`src/hw/rtl/md5_digest_engine_macros.svh`:
```
// ----------------------------------------------------------------------------
// MD5 digest engine assertion macros
// Shared concurrent assertion wrappers for the engine's RTL.
// ----------------------------------------------------------------------------
`ifndef MD5_DIGEST_ENGINE_MACROS_SVH
`define MD5_DIGEST_ENGINE_MACROS_SVH

// Check on every clock edge outside reset.
`define MD5_ASSERT(lbl, prop, msg) \
    lbl: assert property (@(posedge clk) disable iff (!rst_n) prop) else $error(msg);

// Check on every clock edge, reset included.
`define MD5_ASSERT_ALWAYS(lbl, prop, msg) \
    lbl: assert property (@(posedge clk) prop) else $error(msg);

`endif

```
`src/hw/rtl/md5_pkg.sv`:
```
// ----------------------------------------------------------------------------
// MD5 digest engine package
// Types, round tables and helper functions shared by the engine modules.
// ----------------------------------------------------------------------------
package md5_pkg;

    localparam int COUNT_W = 61;

    localparam logic [31:0] CHAIN_INIT [4] = '{
        32'h67452301, 32'hefcdab89, 32'h98badcfe, 32'h10325476
    };

    localparam logic [7:0] PAD_MARK    = 8'h80;
    localparam logic [5:0] LEN_POS     = 6'd56;
    localparam logic [7:0] FLOOR_RESET = 8'd100;
    localparam logic       REG_BRIGHTNESS_FLOOR = 1'b0;

    localparam logic [31:0] MD5_K [64] = '{
        32'hd76aa478, 32'he8c7b756, 32'h242070db, 32'hc1bdceee,
        32'hf57c0faf, 32'h4787c62a, 32'ha8304613, 32'hfd469501,
        32'h698098d8, 32'h8b44f7af, 32'hffff5bb1, 32'h895cd7be,
        32'h6b901122, 32'hfd987193, 32'ha679438e, 32'h49b40821,
        32'hf61e2562, 32'hc040b340, 32'h265e5a51, 32'he9b6c7aa,
        32'hd62f105d, 32'h02441453, 32'hd8a1e681, 32'he7d3fbc8,
        32'h21e1cde6, 32'hc33707d6, 32'hf4d50d87, 32'h455a14ed,
        32'ha9e3e905, 32'hfcefa3f8, 32'h676f02d9, 32'h8d2a4c8a,
        32'hfffa3942, 32'h8771f681, 32'h6d9d6122, 32'hfde5380c,
        32'ha4beea44, 32'h4bdecfa9, 32'hf6bb4b60, 32'hbebfbc70,
        32'h289b7ec6, 32'heaa127fa, 32'hd4ef3085, 32'h04881d05,
        32'hd9d4d039, 32'he6db99e5, 32'h1fa27cf8, 32'hc4ac5665,
        32'hf4292244, 32'h432aff97, 32'hab9423a7, 32'hfc93a039,
        32'h655b59c3, 32'h8f0ccc92, 32'hffeff47d, 32'h85845dd1,
        32'h6fa87e4f, 32'hfe2ce6e0, 32'ha3014314, 32'h4e0811a1,
        32'hf7537e82, 32'hbd3af235, 32'h2ad7d2bb, 32'heb86d391
    };

    localparam logic [4:0] MD5_S [16] = '{
        5'd7, 5'd12, 5'd17, 5'd22, 5'd5, 5'd9, 5'd14, 5'd20,
        5'd4, 5'd11, 5'd16, 5'd23, 5'd6, 5'd10, 5'd15, 5'd21
    };

    typedef enum logic [2:0] {
        ST_IDLE,
        ST_LOAD,
        ST_ROUND,
        ST_FOLD,
        ST_DONE
    } md5_state_t;

    typedef enum logic [1:0] {
        BLK_DATA,
        BLK_PAD,
        BLK_PAD_LEN,
        BLK_LEN
    } md5_blk_t;

    typedef struct packed {
        logic        init_work;
        logic        round_en;
        logic        fold_en;
        logic        chain_reset;
        logic [5:0]  round_idx;
        logic [3:0]  rd_addr;
        logic        wr_en;
        logic [3:0]  wr_word;
        logic [1:0]  wr_lane;
        md5_blk_t    blk;
        logic [5:0]  pos;
        logic [63:0] bit_len;
    } md5_ctl_t;

    function automatic logic [3:0] md5_g(input logic [5:0] i);
        logic [3:0] n;
        logic [3:0] g;
        n = i[3:0];
        case (i[5:4])
            2'd0:    g = n;
            2'd1:    g = (n * 4'd5) + 4'd1;
            2'd2:    g = (n * 4'd3) + 4'd5;
            default: g = n * 4'd7;
        endcase
        return g;
    endfunction

    function automatic logic [31:0] md5_rotl(input logic [31:0] v, input logic [4:0] s);
        logic [63:0] dbl;
        dbl = {v, v} << s;
        return dbl[63:32];
    endfunction

endpackage

```
`src/hw/rtl/md5_msg_buf.sv`:
```
// ----------------------------------------------------------------------------
// MD5 message buffer
// 16-word block store with byte writes and a registered read port; applies
// the end-of-message padding and length words on the read side.
// ----------------------------------------------------------------------------
module md5_msg_buf
(
    input  logic             clk,
    input  md5_pkg::md5_ctl_t ctl,
    input  logic [7:0]       data_byte,
    output logic [31:0]      word
);
    import md5_pkg::*;

    logic [3:0][7:0] msg_mem [16];
    logic [31:0]     rd_data_reg;
    logic [3:0]      rd_addr_reg;

    always_ff @(posedge clk)
    begin
        if (ctl.wr_en)
        begin
            msg_mem[ctl.wr_word][ctl.wr_lane] <= data_byte;
        end
        rd_data_reg <= msg_mem[ctl.rd_addr];
        rd_addr_reg <= ctl.rd_addr;
    end

    always_comb
    begin
        logic [5:0] k;
        logic [7:0] b;
        word = '0;
        for (int j = 0; j < 4; j++)
        begin
            k = {rd_addr_reg, 2'(j)};
            case (ctl.blk)
                BLK_DATA:
                    b = rd_data_reg[8*j +: 8];
                BLK_PAD, BLK_PAD_LEN:
                    if (k < ctl.pos)
                        b = rd_data_reg[8*j +: 8];
                    else if (k == ctl.pos)
                        b = PAD_MARK;
                    else
                        b = 8'd0;
                default:
                    b = 8'd0;
            endcase
            word[8*j +: 8] = b;
        end
        if (ctl.blk == BLK_PAD_LEN || ctl.blk == BLK_LEN)
        begin
            if (rd_addr_reg == 4'd14)
                word = ctl.bit_len[31:0];
            else if (rd_addr_reg == 4'd15)
                word = ctl.bit_len[63:32];
        end
    end

endmodule

```
`src/hw/rtl/md5_round_unit.sv`:
```
// ----------------------------------------------------------------------------
// MD5 round unit
// Working registers and chaining words; one compression round per cycle,
// then a fold of the working state into the chain.
// ----------------------------------------------------------------------------
module md5_round_unit
(
    input  logic              clk,
    input  logic              rst_n,
    input  md5_pkg::md5_ctl_t ctl,
    input  logic [31:0]       word,
    output logic [3:0][31:0]  chain
);
    import md5_pkg::*;

    logic [31:0] a_reg, b_reg, c_reg, d_reg;
    logic [31:0] chain_reg [4];
    logic [31:0] f_val;
    logic [31:0] sum_val;
    logic [31:0] b_next;

    always_comb
    begin
        case (ctl.round_idx[5:4])
            2'd0:    f_val = (b_reg & c_reg) | (~b_reg & d_reg);
            2'd1:    f_val = (d_reg & b_reg) | (~d_reg & c_reg);
            2'd2:    f_val = b_reg ^ c_reg ^ d_reg;
            default: f_val = c_reg ^ (b_reg | ~d_reg);
        endcase
        sum_val = a_reg + f_val + MD5_K[ctl.round_idx] + word;
        b_next  = b_reg + md5_rotl(sum_val,
                                   MD5_S[{ctl.round_idx[5:4], ctl.round_idx[1:0]}]);
    end

    always_ff @(posedge clk)
    begin
        if (ctl.init_work)
        begin
            a_reg <= chain_reg[0];
            b_reg <= chain_reg[1];
            c_reg <= chain_reg[2];
            d_reg <= chain_reg[3];
        end
        else if (ctl.round_en)
        begin
            a_reg <= d_reg;
            b_reg <= b_next;
            c_reg <= b_reg;
            d_reg <= c_reg;
        end
    end

    always_ff @(posedge clk or negedge rst_n)
    begin
        if (!rst_n)
        begin
            for (int i = 0; i < 4; i++)
                chain_reg[i] <= CHAIN_INIT[i];
        end
        else if (ctl.chain_reset)
        begin
            for (int i = 0; i < 4; i++)
                chain_reg[i] <= CHAIN_INIT[i];
        end
        else if (ctl.fold_en)
        begin
            chain_reg[0] <= chain_reg[0] + a_reg;
            chain_reg[1] <= chain_reg[1] + b_reg;
            chain_reg[2] <= chain_reg[2] + c_reg;
            chain_reg[3] <= chain_reg[3] + d_reg;
        end
    end

    always_comb
    begin
        for (int i = 0; i < 4; i++)
            chain[i] = chain_reg[i];
    end

endmodule

```
`src/hw/rtl/md5_ctrl.sv`:
```
// ----------------------------------------------------------------------------
// MD5 sequencer
// Accepts message bytes, counts the length and steps the round unit through
// data, padding and length blocks.
// ----------------------------------------------------------------------------
`include "md5_digest_engine_macros.svh"

module md5_ctrl
(
    input  logic              clk,
    input  logic              rst_n,
    input  logic              in_valid,
    output logic              in_ready,
    input  logic              byte_valid,
    input  logic              last,
    input  logic              res_free,
    output logic              res_load,
    output md5_pkg::md5_ctl_t ctl
);
    import md5_pkg::*;

    md5_state_t           state_reg, state_next;
    md5_blk_t             blk_reg, blk_next;
    logic                 fin_reg, fin_next;
    logic [5:0]           round_reg, round_next;
    logic [COUNT_W-1:0]   cnt_reg, cnt_next;
    logic [COUNT_W-1:0]   cnt_inc;
    logic                 in_acc;
    logic                 blk_full;
    logic [5:0]           pos_after;

    assign in_acc    = in_valid && in_ready;
    assign cnt_inc   = cnt_reg + COUNT_W'(1);
    assign blk_full  = byte_valid && (cnt_inc[5:0] == 6'd0);
    assign pos_after = byte_valid ? cnt_inc[5:0] : cnt_reg[5:0];

    always_comb
    begin
        state_next = state_reg;
        blk_next   = blk_reg;
        fin_next   = fin_reg;
        round_next = round_reg;
        cnt_next   = cnt_reg;
        case (state_reg)
            ST_IDLE:
                if (in_acc)
                begin
                    fin_next = last;
                    if (byte_valid)
                        cnt_next = cnt_inc;
                    if (blk_full)
                    begin
                        blk_next   = BLK_DATA;
                        state_next = ST_LOAD;
                    end
                    else if (last)
                    begin
                        blk_next   = (pos_after >= LEN_POS) ? BLK_PAD : BLK_PAD_LEN;
                        state_next = ST_LOAD;
                    end
                end
            ST_LOAD:
            begin
                round_next = 6'd0;
                state_next = ST_ROUND;
            end
            ST_ROUND:
            begin
                round_next = round_reg + 6'd1;
                if (round_reg == 6'd63)
                    state_next = ST_FOLD;
            end
            ST_FOLD:
                case (blk_reg)
                    BLK_DATA:
                        if (fin_reg)
                        begin
                            blk_next   = (cnt_reg[5:0] >= LEN_POS) ? BLK_PAD : BLK_PAD_LEN;
                            state_next = ST_LOAD;
                        end
                        else
                        begin
                            state_next = ST_IDLE;
                        end
                    BLK_PAD:
                    begin
                        blk_next   = BLK_LEN;
                        state_next = ST_LOAD;
                    end
                    default:
                        state_next = ST_DONE;
                endcase
            ST_DONE:
                if (res_free)
                begin
                    fin_next   = 1'b0;
                    cnt_next   = '0;
                    state_next = ST_IDLE;
                end
            default:
                state_next = ST_IDLE;
        endcase
    end

    always_comb
    begin
        in_ready        = (state_reg == ST_IDLE);
        res_load        = (state_reg == ST_DONE) && res_free;
        ctl.init_work   = (state_reg == ST_LOAD);
        ctl.round_en    = (state_reg == ST_ROUND);
        ctl.fold_en     = (state_reg == ST_FOLD);
        ctl.chain_reset = res_load;
        ctl.round_idx   = round_reg;
        case (state_reg)
            ST_LOAD:  ctl.rd_addr = md5_g(6'd0);
            ST_ROUND: ctl.rd_addr = md5_g(round_reg + 6'd1);
            default:  ctl.rd_addr = 4'd0;
        endcase
        ctl.wr_en   = in_acc && byte_valid;
        ctl.wr_word = cnt_reg[5:2];
        ctl.wr_lane = cnt_reg[1:0];
        ctl.blk     = blk_reg;
        ctl.pos     = cnt_reg[5:0];
        ctl.bit_len = {cnt_reg, 3'b000};
    end

    always_ff @(posedge clk or negedge rst_n)
    begin
        if (!rst_n)
        begin
            state_reg <= ST_IDLE;
            blk_reg   <= BLK_DATA;
            fin_reg   <= 1'b0;
            round_reg <= 6'd0;
            cnt_reg   <= '0;
        end
        else
        begin
            state_reg <= state_next;
            blk_reg   <= blk_next;
            fin_reg   <= fin_next;
            round_reg <= round_next;
            cnt_reg   <= cnt_next;
        end
    end

    `MD5_ASSERT(a_load_starts_round0, (state_reg == ST_LOAD) |=> (state_reg == ST_ROUND && round_reg == 6'd0), "round sequence did not start at round 0")
    `MD5_ASSERT(a_last_round_folds, (state_reg == ST_ROUND && round_reg == 6'd63) |=> (state_reg == ST_FOLD), "no fold after the last round")
    `MD5_ASSERT(a_count_holds, (!(in_acc && byte_valid) && !res_load) |=> $stable(cnt_reg), "length count moved without a byte")
    `MD5_ASSERT(a_result_restarts, res_load |=> (cnt_reg == '0 && state_reg == ST_IDLE && !fin_reg), "message state not cleared after result")
    `MD5_ASSERT_ALWAYS(a_reset_idle, (!rst_n) |=> (state_reg == ST_IDLE), "sequencer not idle after reset")

endmodule

```
`src/hw/rtl/md5_digest_engine.sv`:
```
// ----------------------------------------------------------------------------
// MD5 digest engine
// Byte-serial MD5 hash with a brightness-floored color from the digest.
// ----------------------------------------------------------------------------
// Usage:
//   Input channel (in_valid/in_ready) carries one message byte per item with
//   byte_valid and last. An item with last set finishes the message and
//   produces one result item on the output channel (out_valid/out_ready):
//   the 16-byte digest and a color taken from digest bytes 0..2.
//   A byte that does not complete a 64-byte block leaves the engine idle. A
//   byte that completes one holds in_ready low while the engine loads the
//   working registers, runs the rounds of the shared round unit and folds.
//   The last item then adds one padding block with the length, or a padding
//   block and a length block when the tail leaves 56 or more bytes, before
//   out_valid. The output register lets the next message start while a
//   result waits; a second result stalls the engine until out_ready takes
//   the first. Reset loads the MD5 initial chain, clears the length count
//   and sets brightness_floor to 100. The block buffer needs no clearing.
//   brightness_floor is at APB address 0; the user writes it only while
//   idle, and the engine does not enforce this.
// ----------------------------------------------------------------------------
module md5_digest_engine
(
    input  logic        clk,
    input  logic        rst_n,
    input  logic        in_valid,
    output logic        in_ready,
    input  logic [7:0]  data_byte,
    input  logic        byte_valid,
    input  logic        last,
    output logic        out_valid,
    input  logic        out_ready,
    output logic [63:0] digest_low,
    output logic [63:0] digest_high,
    output logic [7:0]  color_red,
    output logic [7:0]  color_green,
    output logic [7:0]  color_blue,
    input  logic        psel,
    input  logic        penable,
    input  logic        pwrite,
    input  logic [2:0]  paddr,
    input  logic [31:0] pwdata,
    output logic [31:0] prdata,
    output logic        pready
);
    import md5_pkg::*;

    md5_ctl_t         ctl;
    logic [31:0]      word;
    logic [3:0][31:0] chain;
    logic             res_free;
    logic             res_load;
    logic [7:0]       floor_reg;
    logic             out_valid_reg;
    logic [63:0]      digest_low_reg, digest_high_reg;
    logic [7:0]       red_reg, green_reg, blue_reg;
    logic [7:0]       red_next, green_next, blue_next;
    logic [9:0]       rgb_sum;
    logic [9:0]       floor_x3;

    md5_ctrl u_ctrl
    (
        .clk        (clk),
        .rst_n      (rst_n),
        .in_valid   (in_valid),
        .in_ready   (in_ready),
        .byte_valid (byte_valid),
        .last       (last),
        .res_free   (res_free),
        .res_load   (res_load),
        .ctl        (ctl)
    );

    md5_msg_buf u_buf
    (
        .clk       (clk),
        .ctl       (ctl),
        .data_byte (data_byte),
        .word      (word)
    );

    md5_round_unit u_round
    (
        .clk   (clk),
        .rst_n (rst_n),
        .ctl   (ctl),
        .word  (word),
        .chain (chain)
    );

    assign pready = 1'b1;
    assign prdata = (paddr[2] == REG_BRIGHTNESS_FLOOR) ? {24'd0, floor_reg} : 32'd0;

    always_ff @(posedge clk or negedge rst_n)
    begin
        if (!rst_n)
            floor_reg <= FLOOR_RESET;
        else if (psel && penable && pwrite && pready && paddr[2] == REG_BRIGHTNESS_FLOOR)
            floor_reg <= pwdata[7:0];
    end

    assign res_free = !out_valid_reg || out_ready;

    always_comb
    begin
        rgb_sum    = 10'(chain[0][7:0]) + 10'(chain[0][15:8]) + 10'(chain[0][23:16]);
        floor_x3   = {1'b0, floor_reg, 1'b0} + 10'(floor_reg);
        red_next   = chain[0][7:0];
        green_next = chain[0][15:8];
        blue_next  = chain[0][23:16];
        if (rgb_sum < floor_x3)
        begin
            if (red_next < floor_reg)
                red_next = floor_reg;
            if (green_next < floor_reg)
                green_next = floor_reg;
            if (blue_next < floor_reg)
                blue_next = floor_reg;
        end
    end

    always_ff @(posedge clk or negedge rst_n)
    begin
        if (!rst_n)
            out_valid_reg <= 1'b0;
        else if (res_load)
            out_valid_reg <= 1'b1;
        else if (out_ready)
            out_valid_reg <= 1'b0;
    end

    always_ff @(posedge clk)
    begin
        if (res_load)
        begin
            digest_low_reg  <= {chain[1], chain[0]};
            digest_high_reg <= {chain[3], chain[2]};
            red_reg         <= red_next;
            green_reg       <= green_next;
            blue_reg        <= blue_next;
        end
    end

    assign out_valid   = out_valid_reg;
    assign digest_low  = digest_low_reg;
    assign digest_high = digest_high_reg;
    assign color_red   = red_reg;
    assign color_green = green_reg;
    assign color_blue  = blue_reg;

endmodule

```
`config.mk`:
```
export PLATFORM = sky130hd
export DESIGN_NAME = md5_digest_engine
export DESIGN_NICKNAME = d
export VERILOG_FILES = /design/src/hw/rtl/md5_pkg.sv /design/src/hw/rtl/md5_msg_buf.sv /design/src/hw/rtl/md5_round_unit.sv /design/src/hw/rtl/md5_ctrl.sv /design/src/hw/rtl/md5_digest_engine.sv
export VERILOG_INCLUDE_DIRS = /design/src /design/src/hw/rtl
export SDC_FILE = /design/constraint.sdc
export NUM_CORES = 2
export LEC_CHECK = 0
export BUFFER_PORTS_ARGS = -buffer_cell sky130_fd_sc_hd__buf_2
export CORE_MARGIN = 5
export CORE_UTILIZATION = 63
export DETAILED_ROUTE_END_ITERATION = 12
export HOLD_SLACK_MARGIN = 0.06
export PLACE_DENSITY = 0.78
export SLEW_MARGIN = 30
export SYNTH_ARGS = -nofsm -noshare
export SYNTH_HDL_FRONTEND = slang
export SYNTH_SLANG_ARGS = --single-unit
```
`constraint.sdc`:
```
create_clock -name clk -period 10.44 [get_ports clk]
set_input_delay 0.522 -clock clk [delete_from_list [all_inputs] [get_ports clk]]
set_output_delay 0.522 -clock clk [all_outputs]
set_load 0.01 [all_outputs]
```
==> metrics <==
DR vias/cell=6.43; Final Skew=between 0.06 and 0.07 ns; endpoints failing setup=0; global-route wire length before repair=271000 microns; PortBufs=between 150 and 200; synthesized area per cell=9.89 sq um; clock root buffer=clkbuf_16; crit path max-delay cell type=fa_1; LEAKAGE=0.0261 uW; PD cells=129 mW/mm^2; Synth Cell Area=around 0.06 sq mm; maximum VDD drop=between 150 and 200 uV; fillcell total=7056; critical path required time=11.00 ns; Worst Reg-to-Reg Cells=40; setup TNS=0 ns; r2r startpoint=u_ctrl.cnt_reg[4]; CTS Sinks=about 1000; Worst Hold Launch=in_valid; most frequent cells in the layout=1139 x nand2_1, 792 x edfxtp_1, 423 x nor2_1, 374 x a21oi_1, 357 x o21ai_0; final slew viol count=0; DR pass1 iterations=8; Max Clk Rate=102 MHz; Max Cap Viol=0; EDFF count, synth=about 800; post-synthesis sequential area ratio=49.5%; share of cells above drive strength 1=10.7%; GR Util All Layers=33.8%; most common cell after layout, fill and taps aside=nand2_1; largest net degree at the start of global routing=roughly 160; Overall Power=between 8000 and 9000 uW; Hold Crit Class=primary input to flip-flop; Worst Setup EP=u_round.b_reg[31]; Final Hold Vio Count=0; clock insertion delay at the later pin of the skew report=0.74 ns; Worst-Margin Slew=roughly 1.0 ns; # DRC=0; Rel. slew slack=31.6%; crit end category=flip-flop; Crit path arrival time=10.40 ns; clk slew on worst S/H paths=0.07 ns; synthesis-stage register bit count=roughly 1000; Routed Antenna Nets=0; gpl congestion=0.997; via count of the first global-routing pass=46100; Sw Share=21.3%; RR Endpoint=u_round.b_reg[31]; Most used DFF post-synth=edfxtp_1; register area=0.0299 sq mm; kind of critical path=flip-flop to flip-flop; CTS tree=yes; Pint=between 6000 and 7000 uW; Syn Inst Count=6098; RSZ-0062 raised after global routing=no; HPWL after DPL=122000 microns; Synth-to-Final Area Change=10.1%; Reg2Reg Setup Slack=approximately 0.6 ns; Startpoint Class=flip-flop; CP Launch Point=u_ctrl.cnt_reg[4]; core area=between 0.09 and 0.1 sq mm; Die Ht=319 microns; most frequent CP cell=o21ai_0; Final nets=6617; outcome=completed; Avg WL per Cell=around 24 microns; Clock power frac=45.1%; drt total wl=178000 microns; Psw=~1800 uW; via count=48600; Max Root-Sink Buffers=3; CTS buffer count=between 100 and 150; total grt overflow=0; Initial Util=between 60% and 70%; slowest stage delay, CP=between 0.5 and 0.6 ns; Top Ports=239; Yosys cell types=91; area occupied by multi-input gates=~0.028 sq mm; antenna violations before repair=3; Die Span X=around 320 microns; register share of total power=52.0%; Tcrit/Tclk final=94.3%; Tmin final=around 9.8 ns; max reg flops=512; yosys warns=0; crit-path max FO=7; Comb pwr share=2.9%; die area=0.102 sq mm; ys async rst share=20.2%; H-Tree Depth=3; # rows=about 110; 1st-iter DRT viols=5695
-- cell type report --
cell class / instances / area share [%]
inverters: 259 / 1.50
well taps: 1265 / 2.38
clock inverters: 54 / 0.973
repair buffers: 321 / 3.07
clock buffers: 144 / 4.42
diodes: 1 / 0.00377
multi-input cells: 4486 / 42.7
flip-flops and latches: 1038 / 45.0
-- synth_stat cells (all sizes together) (79+ instances only) --
master	count	share of area, %
inv	256	1.6
clkbuf	234	1.5
xnor2	172	2.5
nand2	1141	7.1
dfrtp	143	5.9
nor3	96	0.80
a21oi	375	3.1
mux2i	89	1.5
xor2	120	1.7
a31oi	94	0.98
edfxtp	792	39
fa	79	2.6
nor2	426	2.7
and3	89	0.92
buf	104	0.92
ha	276	5.7
o21ai	371	3.1
nand3	301	2.5
-- critical path: cells and delay by family, from the launching register on --
kind	cells	cell delay (ns)
AOI/OAI and AO/OA	24	5.41
adders and majority gates	5	1.78
and+or+nand+nor	4	0.83
buffers and inverters	5	0.64
DFF	1	0.38
xor gates and xnor gates	1	0.35
muxes	1	0.27
-- per-stage QoR --
step / util (%) / worst slack [ns] / instances / hold slack (ns) / area, sq um
finish: 69.8 / 0.600 / 7568 / 0.157 / 66400
CTS: 69.7 / 0.498 / 7564 / 0.120 / 66300
detailed placement: 65.9 / 0.522 / 7357 / 0.508 / 62600
global placement: 65.9 / 0.726 / 7357 / 0.491 / 62600
floorplan: - / 1.09 / 6121 / 0.226 / 60400
global route: 69.8 / 0.0141 / 7568 / 0.171 / 66400
-- worst min path at each step --
stage / to / slack, ns / depth (start not counted)
floorplan: floor_reg[0] / 0.23 / 0
global placement: digest_high[32] / 0.49 / 0
detailed placement: digest_high[41] / 0.51 / 0
CTS: u_ctrl.fin_reg / 0.12 / 3
global route: u_ctrl.fin_reg / 0.17 / 3
finish: u_ctrl.fin_reg / 0.16 / 3
-- power by group through the flow --
stage / registers, uW / clock network (uW) / logic (uW)
after global placement: 4540 / 0 / 238
after detailed placement: 4540 / 0 / 247
after CTS: 4460 / 3900 / 253
after global routing: 4460 / 4090 / 285
final: 4460 / 3870 / 252
after floorplan: 4540 / 0 / 159
-- metal layers --
| layer | track usage, % | routed length, microns | up-vias |
|---|---|---|---|
| met5 | 0 | 0 | - |
| met4 | 18.5 | 11600 | 0 |
| li1 | - | - | 22100 |
| met2 | 54.7 | 84000 | 2503 |
| met3 | 5.71 | 15100 | 530 |
| met1 | 43.9 | 67700 | 23500 |
-- kinds of logic (layout without fill, tap and decap cells) --
| kind of cell | count (synthesis) | count (layout) | synth area share [%] |
|---|---|---|---|
| and+or+nand+nor | 2278 | 2278 | 16.4 |
| adders and majority gates | 355 | 355 | 8.35 |
| other | 2 | 26 | 0.0125 |
| DFF | 1038 | 1038 | 49.5 |
| buffers and inverters | 597 | 778 | 3.99 |
| xor gates and xnor gates | 293 | 293 | 4.28 |
| muxes | 150 | 150 | 2.86 |
| AOI/OAI and AO/OA | 1385 | 1385 | 14.6 |
-- timing repair --
action / 4_1_cts / 5_1_grt
endpoints found under the hold margin: 47 / 0
setup endpoints to repair: 0 / 3
resized for setup: 0 / 14
setup buffers: 0 / 3
hold buffers: 9 / 0
No activity file was read; power rests on OpenSTA's default activity.
